## src/rtl/tql_pkg.sv

```systemverilog
//------------------------------------------------------------------------------
// tql_pkg
// shared constants, types and fixed-point helpers of the q-learning engine
//------------------------------------------------------------------------------
package tql_pkg;

   localparam int STATE_COUNT = 1024;
   localparam int MAX_ACTIONS = 16;
   localparam int VALUE_WIDTH = 32;
   localparam int STATE_BITS = $clog2(STATE_COUNT);
   localparam int ACTION_BITS = $clog2(MAX_ACTIONS);
   localparam int ADDR_BITS = STATE_BITS + ACTION_BITS;
   localparam int DEPTH = STATE_COUNT * MAX_ACTIONS;
   localparam int RATE_BITS = 17;
   localparam int COUNT_BITS = 5;
   localparam int WIDE_BITS = VALUE_WIDTH + 4;
   localparam logic [RATE_BITS-1:0] ONE_Q16 = 17'd65536;

   localparam logic [1:0] OP_UPDATE = 2'd0;
   localparam logic [1:0] OP_CHOOSE = 2'd1;
   localparam logic [1:0] OP_DECAY = 2'd2;
   localparam logic [1:0] OP_NOP = 2'd3;

   localparam logic [2:0] REG_DISCOUNT = 3'd0;
   localparam logic [2:0] REG_LR_INIT = 3'd1;
   localparam logic [2:0] REG_EPS_INIT = 3'd2;
   localparam logic [2:0] REG_EPS_FINAL = 3'd3;
   localparam logic [2:0] REG_DECAY = 3'd4;
   localparam logic [2:0] REG_ACTION_COUNT = 3'd5;

   typedef enum logic [8:0] {
      ST_IDLE  = 9'b000000001,
      ST_CLEAR = 9'b000000010,
      ST_SCAN  = 9'b000000100,
      ST_DRAIN = 9'b000001000,
      ST_OLD   = 9'b000010000,
      ST_MUL1  = 9'b000100000,
      ST_MUL2  = 9'b001000000,
      ST_WRITE = 9'b010000000,
      ST_OUT   = 9'b100000000
   } state_type;

   typedef struct packed {
      logic clear;
      logic load;
      logic scan_start;
      logic scan_rd;
      logic old_rd;
      logic mul1;
      logic mul2;
      logic wr;
      logic finish;
   } cmd_type;

   typedef struct packed {
      logic clear_done;
      logic scan_last;
      logic [1:0] op;
   } status_type;

   function automatic logic [RATE_BITS-1:0] rate_of(input logic [RATE_BITS-1:0] r);
      rate_of = (r > ONE_Q16) ? ONE_Q16 : r;
   endfunction

endpackage

```

## src/rtl/tql_ctrl.sv

```systemverilog
//------------------------------------------------------------------------------
// tql_ctrl
// sequencer for clear, row scan, blend and result stages
//------------------------------------------------------------------------------
module tql_ctrl import tql_pkg::*; (
   input  logic       clock,
   input  logic       reset,
   input  logic       req_fire,
   input  logic       rsp_free,
   input  status_type status,
   output cmd_type    cmd,
   output logic       busy
);
   state_type state_ff, state_in;

   always_comb begin
      state_in = state_ff;
      cmd = '0;
      case (state_ff)
         ST_CLEAR: begin
            cmd.clear = 1'b1;
            if (status.clear_done) state_in = ST_IDLE;
         end
         ST_IDLE: begin
            if (req_fire) begin
               cmd.load = 1'b1;
               state_in = ST_SCAN;
            end
         end
         ST_SCAN: begin
            if (status.op == OP_DECAY || status.op == OP_NOP) begin
               cmd.mul1 = 1'b1;
               state_in = ST_MUL2;
            end else begin
               cmd.scan_rd = 1'b1;
               if (status.scan_last) state_in = ST_DRAIN;
            end
         end
         ST_DRAIN: begin
            cmd.scan_start = 1'b1;
            state_in = (status.op == OP_UPDATE) ? ST_OLD : ST_OUT;
         end
         ST_OLD: begin
            cmd.old_rd = 1'b1;
            state_in = ST_MUL1;
         end
         ST_MUL1: begin
            cmd.mul1 = 1'b1;
            state_in = ST_MUL2;
         end
         ST_MUL2: begin
            cmd.mul2 = 1'b1;
            state_in = (status.op == OP_UPDATE) ? ST_WRITE : ST_OUT;
         end
         ST_WRITE: begin
            cmd.wr = 1'b1;
            state_in = ST_OUT;
         end
         ST_OUT: begin
            if (rsp_free) begin
               cmd.finish = 1'b1;
               state_in = ST_IDLE;
            end
         end
         default: state_in = ST_IDLE;
      endcase
   end

   always_ff @(posedge clock) begin
      if (reset) state_ff <= ST_CLEAR;
      else state_ff <= state_in;
   end

   assign busy = (state_ff != ST_IDLE);

   a_load_idle: assert property (@(posedge clock) disable iff (reset)
      cmd.load |-> state_ff == ST_IDLE) else $error("load outside idle");
   a_wr_update: assert property (@(posedge clock) disable iff (reset)
      cmd.wr |-> status.op == OP_UPDATE) else $error("write on non-update");
   a_clear_first: assert property (@(posedge clock)
      $past(reset) && !reset |-> state_ff == ST_CLEAR) else $error("no clear pass");
endmodule

```

## config.mk

```make
export PLATFORM = sky130hd
export DESIGN_NAME = tql_ctrl
export DESIGN_NICKNAME = d
export VERILOG_FILES = /design/src/rtl/tql_pkg.sv /design/src/rtl/tql_ctrl.sv
export SDC_FILE = /design/constraint.sdc
export NUM_CORES = 1
export LEC_CHECK = 0
export BUFFER_PORTS_ARGS = -buffer_cell sky130_fd_sc_hd__buf_4
export CAP_MARGIN = 20
export CORE_AREA = 10 10 47 49
export CTS_BUF_LIST = sky130_fd_sc_hd__clkbuf_16
export DETAILED_ROUTE_END_ITERATION = 8
export DIE_AREA = 0 0 57 59
export GPL_ROUTABILITY_DRIVEN = 0
export HOLD_SLACK_MARGIN = 0.08
export MAX_ROUTING_LAYER = met4
export PLACE_DENSITY = 0.75
export SETUP_SLACK_MARGIN = 0.2
export SLEW_MARGIN = 20
export SYNTH_ARGS = -nofsm -noshare
export SYNTH_HDL_FRONTEND = slang
export SYNTH_SLANG_ARGS = --single-unit
```

## constraint.sdc

```tcl
create_clock -name clock -period 1.9 [get_ports clock]
set_clock_uncertainty 0.2 [all_clocks]
set_input_delay 0.38 -clock clock [delete_from_list [all_inputs] [get_ports clock]]
set_output_delay 0.38 -clock clock [all_outputs]
set_load 0.05 [all_outputs]
```

## Word-level counts from Yosys, hierarchy flattened

Cells that the tools add are included.

- Output and inout bits: 10
- Bits in registers: 9

- Multiplexer cells: 21
- Reduce and logical (&&, ||, !) cells: 3
- Equality and inequality tests: 16

Operators with widths:

| operator | count |
|---|---|
| one-hot mux 9 bit (9 select lines) | 1 |
| two-way mux 9 bit | 7 |
| two-way mux 1 bit | 12 |
| equality test 9 x 1 -> 1 bit (second input constant) | 1 |
| equality test 9 x 2 -> 1 bit (second input constant) | 1 |
| equality test 9 x 3 -> 1 bit (second input constant) | 1 |
| equality test 9 x 4 -> 1 bit (second input constant) | 1 |
| equality test 9 x 5 -> 1 bit (second input constant) | 1 |
| equality test 9 x 6 -> 1 bit (second input constant) | 1 |
| equality test 9 x 7 -> 1 bit (second input constant) | 1 |
| equality test 9 x 8 -> 1 bit (second input constant) | 1 |
| equality test 9 bit (second input constant) | 1 |
| != test 9 x 1 -> 1 bit (second input constant) | 1 |
| != test 2 bit (second input constant) | 3 |
| equality test 2 bit (second input constant) | 2 |
| AND reduction 4 bit | 1 |
| != test 3 bit (second input constant) | 1 |
| logical NOT 2 bit | 1 |
| one-hot mux 1 bit (2 select lines) | 1 |
| logical OR 1 bit | 1 |

## Depth between registers and ports, before layout

Gate-level depths: netlist (run 1).

- Depth in word-level cells: 4
- Gate-level depth with buffers: 4

## Least setup slack after synthesis (run 1)

Ideal clock, no wire load.

- Path kind: reg-to-output
- Start point: register state_ff[4]
- End point: output port cmd[7] in the netlist's numbering
- Path buffers: 0
- Cell stages (with the launch flop): 4
- Data arrival time: 2,120 ps
- Slack: -800 ps
- Data required time: 1,320 ps
- Cells stage by stage: dfxtp_1 > nor4_4 > nand4b_2 > nor2_1

RTL lines:

| element | line | source |
|---|---|---|
| start, declared | tql_ctrl.sv:14 | `state_type state_ff, state_in;` |
| start signal, assigned | tql_ctrl.sv:71 | `else state_ff <= state_in;` |
| end, declared | tql_ctrl.sv:11 | `output cmd_type cmd,` |

==> results_dict.tcl, run 1 <==
set metrics [dict create \
    status "finished with violations" \
    violations "negative setup slack" \
    die_x_um 57 \
    crit_slowest_cell "dfxtp_4" \
    synth_nets 77 \
    crit_buf_inv 2 \
    max_slew_margin 0.735 \
    reg2reg_slack_ns -0.20 \
    pwr-share-comb 0.253 \
    finalCriticalPeriod_ns 2.16 \
    maxCapViolCount 0 \
    drt_iter0_markers 14 \
    crit_path_max_fanout 5 \
    cts_hold_buf 0 \
    netlist_area_um2 608 \
    switching_share 0.276 \
    start_util 0.434 \
    critPathRequiredTime_ns 1.32 \
    reg.largest.list "state_ff (9)" \
    yosys_warnings 0 \
    grt_pass1_vias 724 \
    finalWorstSetupSlack_ns -0.260 \
    cp-end-kind "output pin" \
    wirelength_mm 2.19 \
    path_class "reg -> out" \
    grt_max_degree 8 \
    fmax_mhz 463 \
    cp.depth 5 \
    crit_family "simple AND/OR/NAND/NOR gates" \
    power.internal_uw 565 \
    finalNetCount 122 \
    cts_root_buf "clkbuf_16" \
    yosys_register_bits 9 \
    cp.arrival_ns 1.58 \
    leakage_uw 0.000498 \
    crit_start "state_ff[4]" \
    grt_use_total 0.133 \
    finalSetupViolations 13 \
    wire_per_inst_um 17.0 \
    final_common_cell "buf_4" \
    h-tree-depth 1 \
    ioPinCount 18 \
    reg2reg_depth 10 \
    async_reset_ff_frac 0 \
    rows 14 \
    synthToLayoutAreaGrowth_pct 94.2 \
    vdd_drop_max_mv 0.722 \
    drive_gt1_frac 0.655 \
    clockBufferDepth 2 \
    n_fill_cell 86 \
    routed-via-count 745 \
    core_area_um2 1400 \
    worstPathCellList "nor4_4 > buf_4 > nand4_1 > nand2_4 > buf_8" \
    setup_tns_ns -2.31 \
    cp-endpoint "cmd[3]" \
    die_h_um 59 \
    cts_buffers 3 \
    p_switching_uw 216 \
    antennaDiodeCount 0 \
    yosysTopAreaCell "dfxtp_1" \
    synth_area_leaders "dfxtp_1, nand4b_2, nor2_1" \
    cpPeakStageDelay_ns 0.36 \
    yosys.area.top_type_share 0.296 \
    top_register "state_ff" \
    ant_nets 0 \
    power_density_nw_per_um2 660 \
    fin_crit_sh 1.14 \
    clkLatencyLatePin_ns 0.24 \
    grt_pass1_wl_mm 3.42 \
    hpwl_mm 1.46 \
    cp-start-kind "flop" \
    finalHoldViolations 0 \
    port-buffer-count 17 \
    first_pass_iters 4 \
    worst_pin_slew_ns 0.396 \
    maxSlewViolCount 0 \
    clkTransAtPathRegs_ns 0.04 \
    yosysSeqAreaShare 0.296 \
    rsz0062_at_grt "yes" \
    ys_types 33 \
    timing.rr.start "state_ff[4]" \
    syn-instance-count 69 \
    antenna_found_initial 0 \
    via_per_inst 5.78 \
    pwr-share-clk 0.481 \
    final_cell_mix "buf_4, buf_8, nor2_1, inv_1, dfxtp_2" \
    cts_tree "built" \
    synth-edff-count 0 \
    r2r-end "state_ff[0]" \
    syn_area_per_cell_um2 8.81 \
    dp_slack_ns -0.0306 \
    hold_class "in -> reg" \
    drc 0 \
    largest_reg_flops 9 \
    overflow 0 \
    clock_sinks 9 \
    seq_power_share 0.266 \
    dieArea_um2 3360 \
    yosys_most_used_dff "dfxtp_1" \
]
[synthesized netlist by cell type (all sizes together), types with 3 or more instances]
| cell | instances |
|---|---|
| nand4b | 4 |
| nor4 | 5 |
| nor3 | 3 |
| dfxtp | 9 |
| inv | 6 |
| nor2 | 7 |
| nand2 | 5 |
| and3 | 3 |
[final cells by class]
type / instances / area (µm²) / area share
multi-input combinational: 53 / 497 / 0.421
timing repair buffer: 41 / 364 / 0.308
sequential: 9 / 193 / 0.163
clock buffer: 3 / 75.1 / 0.0636
inverter: 6 / 28.8 / 0.0244
tap: 16 / 20.0 / 0.0169
clock inverter: 1 / 3.75 / 0.00318
[worst min-delay path by stage]
stage	start	to	cells after the start	slack [ns]
global placement	state_ff[2]	state_ff[3]	2	0.35
finish	reset	state_ff[2]	2	0.13
detailed placement	state_ff[2]	state_ff[3]	2	0.35
CTS	reset	state_ff[2]	2	0.13
floorplan	status[0]	state_ff[7]	1	0.25
global route	status[0]	state_ff[4]	2	0.13
[per-stage QoR]
step                 util  power [µW]  cells  instance area, µm²  hold WS (ns)
detailed placement  0.650         366    115                 911         0.351
CTS                 0.813         778    127                1140         0.130
global placement    0.650         363    115                 911         0.354
floorplan               -         307     69                 666         0.251
global route        0.843         809    129                1180         0.133
finish              0.843         780    129                1180         0.131
[logic make-up after synthesis]
family	count (synthesis)	share of synthesized area
flip-flops	9	0.296
AO/OA/AOI/OAI	11	0.183
AND/OR/NAND/NOR	40	0.442
XOR/XNOR	2	0.0288
buffers and inverters	7	0.0494
[timing repair]
action | 4_1_cts | 5_1_grt
setup endpoints to repair | 18 | 18
gates cloned | 0 | 0
gates resized for setup | 23 | 7
buffers inserted | 8 | 2
pin swaps | 5 | 4
[metal layers]
metal | GRT usage | routed length [µm] | vias up
met3 | 0.0408 | 154 | 5
met1 | 0.137 | 812 | 360
met2 | 0.226 | 1180 | 30
met5 | - | 0 | -
met4 | 0.0638 | 36 | 0
li1 | - | - | 350
[power by group through the flow]
stage,Sequential (µW),Clock [µW],Combinational [µW]
6_report,207,375,198
5_1_grt,209,390,210
4_1_cts,209,379,190
3_5_place_dp,211,0,154
3_3_place_gp,211,0,151
2_1_floorplan,211,0,95.9
[worst register-to-register path, stage by stage, from the launching register on]
cell      delay (ns)
dfxtp_4         0.36
nor4_4          0.35
buf_4           0.18
nand2_2         0.07
buf_6           0.13
buf_4           0.12
buf_4           0.12
buf_4           0.12
buf_4           0.13
o221ai_2        0.12
a21oi_1         0.08
Power figures use the tool's default switching activity.
==> inputs of run 2 (changes only) <==
--- a/config.mk
+++ b/config.mk
@@ -15,7 +15,7 @@
 export HOLD_SLACK_MARGIN = 0.08
 export MAX_ROUTING_LAYER = met4
 export PLACE_DENSITY = 0.75
-export SETUP_SLACK_MARGIN = 0.2
+export SETUP_SLACK_MARGIN = 0.3
 export SLEW_MARGIN = 20
 export SYNTH_ARGS = -nofsm -noshare
 export SYNTH_HDL_FRONTEND = slang
==> run 2 against run 1 <==
  * The run still ends with negative setup slack left
  * Wire length increased by 5.8%
  * Critical path depth unchanged
  * Sequential share of layout area rose by 0.098 points
  * Clock power hardly changed
  * Combinational power barely moved
  * Utilization shrank 2.7 points
  * Sequential cell count is the same
  * Via count is 1.9% lower
  * Final cell count decreased by 3.9%
  * Hold slack got worse by 0.0074 ns
  * Critical path type unchanged
==> results_dict.tcl, run 2 (same netlist as run 1, synthesis figures left out) <==
set metrics [dict create \
    status "finished with violations" \
    violations "negative setup slack" \
    ioPinCount 18 \
    path_class "reg -> out" \
    hpwl_mm 1.58 \
    cpPeakStageDelay_ns 0.35 \
    drc 0 \
    ant_nets 0 \
    routed-via-count 731 \
    placed_area_um2 932 \
    worst_pin_slew_ns 0.352 \
    antennaDiodeCount 0 \
    cts_tree "built" \
    min_from "status[0]" \
    overflow 0 \
    reg2reg_depth 6 \
    fmax_mhz 457 \
    dp_slack_ns -0.0512 \
    h-tree-depth 1 \
    final_core_util 0.816 \
    rsz0062_at_grt "yes" \
    port-buffer-count 17 \
    drive_gt1_frac 0.611 \
    synthToLayoutAreaGrowth_pct 88.1 \
    critPathRequiredTime_ns 1.32 \
    power_density_nw_per_um2 686 \
    min_to "state_ff[4]" \
    drt_iter0_markers 30 \
    reg.largest.list "state_ff (9)" \
    start_util 0.434 \
    final_cell_mix "buf_4, buf_8, dfxtp_2, nor2_1, inv_1" \
    clock_sinks 9 \
    leakage_uw 0.000475 \
    grt_max_degree 8 \
    crit_buf_inv 2 \
    timing.rr.start "state_ff[4]" \
    max_slew_margin 0.765 \
    die_h_um 59 \
    largest_reg_flops 9 \
    worstPathCellList "nor4_4 > buf_4 > nand4b_4 > nor2_4 > buf_8" \
    grt_pass1_vias 725 \
    first_pass_iters 4 \
    maxCapViolCount 0 \
    clkTransAtPathRegs_ns 0.04 \
    cts_buffers 3 \
    cp-start-kind "flop" \
    finalCriticalPeriod_ns 2.19 \
    finalInstanceArea_um2 1140 \
    via_per_inst 5.90 \
    wire_per_inst_um 18.7 \
    grt_use_total 0.131 \
    cp-end-kind "output pin" \
    crit_family "simple AND/OR/NAND/NOR gates" \
    holdPathStages 2 \
    top_register "state_ff" \
    rows 14 \
    finalNetCount 117 \
    finalWorstSetupSlack_ns -0.288 \
    antenna_found_initial 0 \
    grt_pass1_wl_mm 3.37 \
    dieArea_um2 3360 \
    r2r-end "state_ff[6]" \
    reg2reg_slack_ns 0.08 \
    maxSlewViolCount 0 \
    placedCellCount 116 \
    finalSetupViolations 10 \
    clkLatencyLatePin_ns 0.24 \
    fin_cells 124 \
    crit_path_max_fanout 5 \
    cts_root_buf "clkbuf_16" \
    core_area_um2 1400 \
    final_common_cell "buf_4" \
    crit_slowest_cell "dfxtp_2" \
    fin_crit_sh 1.15 \
    vdd_drop_max_mv 0.789 \
    hold_class "in -> reg" \
    die_x_um 57 \
    cp.arrival_ns 1.61 \
    clockBufferDepth 2 \
    wirelength_mm 2.31 \
    finalHoldViolations 0 \
]
-- run 2: changes by cell type in the layout (fill, tap and decap cells not counted), moves of 2 or more --
cell,delta
buf_4,-4
buf_6,-2
dfxtp_2,+2
dfxtp_4,-2
nand2_2,-2
-- run 2: what timing repair did --
item | CTS | global route
hold buffers | 0 | 0
pin swaps | 6 | 2
buffers inserted | 2 | 2
endpoints found under the setup margin | 18 | 19
resized for setup | 17 | 8
-- run 2: worst max path at each step --
stage	endpoint	slack, ns	depth (start not counted)	start
4_1_cts	cmd[7]	-0.22	5	state_ff[4]
6_report	cmd[7]	-0.29	5	state_ff[4]
3_5_place_dp	cmd[4]	-0.05	3	state_ff[4]
3_3_place_gp	cmd[7]	0.002	5	state_ff[7]
5_1_grt	cmd[7]	-0.32	5	state_ff[4]
2_1_floorplan	cmd[7]	-0.24	3	state_ff[7]
-- run 2: cell type report --
type	instances	area, µm²
clock buffers	3	75.1
flip-flops and latches	9	188
repair buffers	36	327
fillers	92	258
clock inverters	1	3.75
inverters	6	31.3
multi-input cells	53	499
well taps	16	20.0
-- run 2: metal layers --
| metal | GRT usage | part of all wire |
|---|---|---|
| met4 | 0.0772 | 0.021 |
| met5 | - | 0 |
| met2 | 0.216 | 0.52 |
| met1 | 0.135 | 0.40 |
| met3 | 0.0429 | 0.053 |
-- run 2: power breakdown --
part	total, µW	internal [µW]	switching [µW]	leakage (µW)
Sequential	212	198	13.9	0.0000763
Combinational	196	90.0	106	0.000356
Clock	377	276	101	0.0000423
Total	784	564	221	0.000475
-- run 2: metrics by stage --
step	TNS [ns]	hold WS (ns)	power (µW)
2_1_floorplan	-0.319	0.251	309
3_3_place_gp	0	0.367	376
3_5_place_dp	-0.0806	0.363	379
4_1_cts	-1.35	0.116	766
5_1_grt	-2.17	0.134	805
6_report	-1.59	0.124	784
==> inputs of run 3 (changes only) <==
==> constraint.sdc (replaced) <==
create_clock -name clock -period 2.6 [get_ports clock]
set_clock_uncertainty 0.2 [all_clocks]
set_input_delay 0.13 -clock clock [delete_from_list [all_inputs] [get_ports clock]]
set_output_delay 0.13 -clock clock [all_outputs]
set_load 0.05 [all_outputs]
==> run 3 against run 2 <==
  * The flow now finishes without violations
  * Via count down 9.4%
  * Design area down 24%
  * Clock power down 29%
  * Global-route usage down 2.2 points
  * Sequential cell count unchanged
  * Total power down 34%
  * Register-to-register slack better by 0.54 ns
  * Combinational power down 51%
  * Largest cell class unchanged
==> results_dict.tcl, run 3 (same netlist as run 1, synthesis figures left out) <==
set metrics [dict create \
    maxSlewViolCount 0 \
    hold_class "in -> reg" \
    cp.arrival_ns 1.83 \
    rows 14 \
    fmax_mhz 462 \
    worstPathCellList "nor4_4 > nand4b_2 > nor2_2 > buf_4" \
    cts_buffers 3 \
    wirelength_mm 1.80 \
    hpwl_mm 1.24 \
    core_area_um2 1400 \
    die_h_um 59 \
    critPathRequiredTime_ns 2.27 \
    final_common_cell "buf_4" \
    min_to "state_ff[1]" \
    final_core_util 0.621 \
    fin_crit_sh 0.832 \
    drc 0 \
    leakage_uw 0.000382 \
    status "complete, no violations" \
    grt_max_degree 10 \
    min_from "status[3]" \
    clockBufferDepth 2 \
    maxCapViolCount 0 \
    start_util 0.434 \
    reg2reg_slack_ns 0.62 \
    dieArea_um2 3360 \
    clkTransAtPathRegs_ns 0.04 \
    finalHoldViolations 0 \
    synthToLayoutAreaGrowth_pct 43.0 \
    rsz0062_at_grt "no" \
    ant_nets 0 \
    routed-via-count 662 \
    power_density_nw_per_um2 596 \
    drt_iter0_markers 20 \
    top_register "state_ff" \
    multi_input_area_um2 400 \
    grt_pass1_wl_mm 2.91 \
    reg2reg_depth 4 \
    die_x_um 57 \
    cpPeakStageDelay_ns 0.56 \
    finalSetupViolations 0 \
    port-buffer-count 17 \
    dp_slack_ns 0.664 \
    layout.area.seq_um2 180 \
    cp-end-kind "output pin" \
    h-tree-depth 1 \
    setup_tns_ns 0 \
    overflow 0 \
    antennaDiodeCount 0 \
    holdPathStages 4 \
    cp-start-kind "flop" \
    ioPinCount 18 \
    clock_sinks 9 \
    cts_setup_buffers 0 \
    wire_per_inst_um 16.5 \
    clkLatencyLatePin_ns 0.23 \
    cts_tree "built" \
    largest_reg_flops 9 \
    reg.largest.list "state_ff (9)" \
    timing.rr.start "state_ff[2]" \
    grt_use_total 0.109 \
    finalCriticalPeriod_ns 2.16 \
    grt_pass1_vias 656 \
    n_fill_cell 124 \
    vdd_drop_max_mv 0.417 \
    r2r-end "state_ff[8]" \
    cts_root_buf "clkbuf_16" \
    finalWorstSetupSlack_ns 0.436 \
    finalNetCount 102 \
    path_class "reg -> out" \
    first_pass_iters 4 \
    drive_gt1_frac 0.323 \
    worst_pin_slew_ns 0.613 \
    antenna_found_initial 0 \
    via_per_inst 6.07 \
    final_cell_mix "buf_4, dfxtp_1, inv_1, nor2_1" \
    max_slew_margin 0.589 \
    crit_path_max_fanout 9 \
    crit_slowest_cell "nor4_4" \
]
run 3: cell count changes in the layout (fill, tap and decap cells not counted), moves of 3 or more:
cell / delta
dlygate4sd3_1: +4
buf_4: -11
inv_1: +3
dfxtp_2: -6
buf_8: -7
dfxtp_1: +6
run 3: power breakdown:
group	switching (µW)	total (µW)	internal [µW]
logic	58.9	96.9	38.0
registers	9.61	154	144
clock network	66.9	268	201
total	135	519	383
run 3: layer usage:
metal,part of all wire,routed length [µm],GRT usage,up-vias
li1,-,-,-,314
met1,0.42,763,0.119,317
met2,0.51,918,0.175,24
met3,0.042,75,0.0236,7
met4,0.022,39,0.0738,0
met5,0,0,-,-
run 3: what timing repair did:
| item | 4_1_cts | 5_1_grt |
|---|---|---|
| resized for setup | 0 | 0 |
| endpoints found under the hold margin | 7 | 0 |
| hold buffers | 4 | 0 |
run 3: worst max-delay path by stage:
stage,from,endpoint,cells after the start
detailed placement,state_ff[2],state_ff[8],4
global route,state_ff[4],cmd[7],4
global placement,state_ff[3],state_ff[8],4
finish,state_ff[4],cmd[7],4
floorplan,state_ff[4],cmd[7],3
CTS,state_ff[4],cmd[7],4
run 3: layout make-up:
class | instances | area share
Clock buffer | 3 | 0.0863
Inverter | 6 | 0.0259
Timing Repair Buffer | 21 | 0.193
Multi-Input combinational cell | 53 | 0.460
Clock inverter | 1 | 0.00432
Sequential cell | 9 | 0.207
Tap cell | 16 | 0.0230
run 3: stage by stage:
stage          total power [µW]  cells  cell area, µm²  hold WS (ns)
2_1_floorplan               214     69             611       0.00185
3_3_place_gp                244    101             751         0.117
3_5_place_dp                245    101             751         0.115
4_1_cts                     520    109             870        0.0889
5_1_grt                     541    109             870         0.109
6_report                    519    109             870        0.0837
run 3: critical path: cells and delay by family, from the launching register on:
| family | cells | cell delay (ns) |
|---|---|---|
| flops | 1 | 0.35 |
| simple gates | 3 | 1.03 |
| buf+inv | 1 | 0.22 |
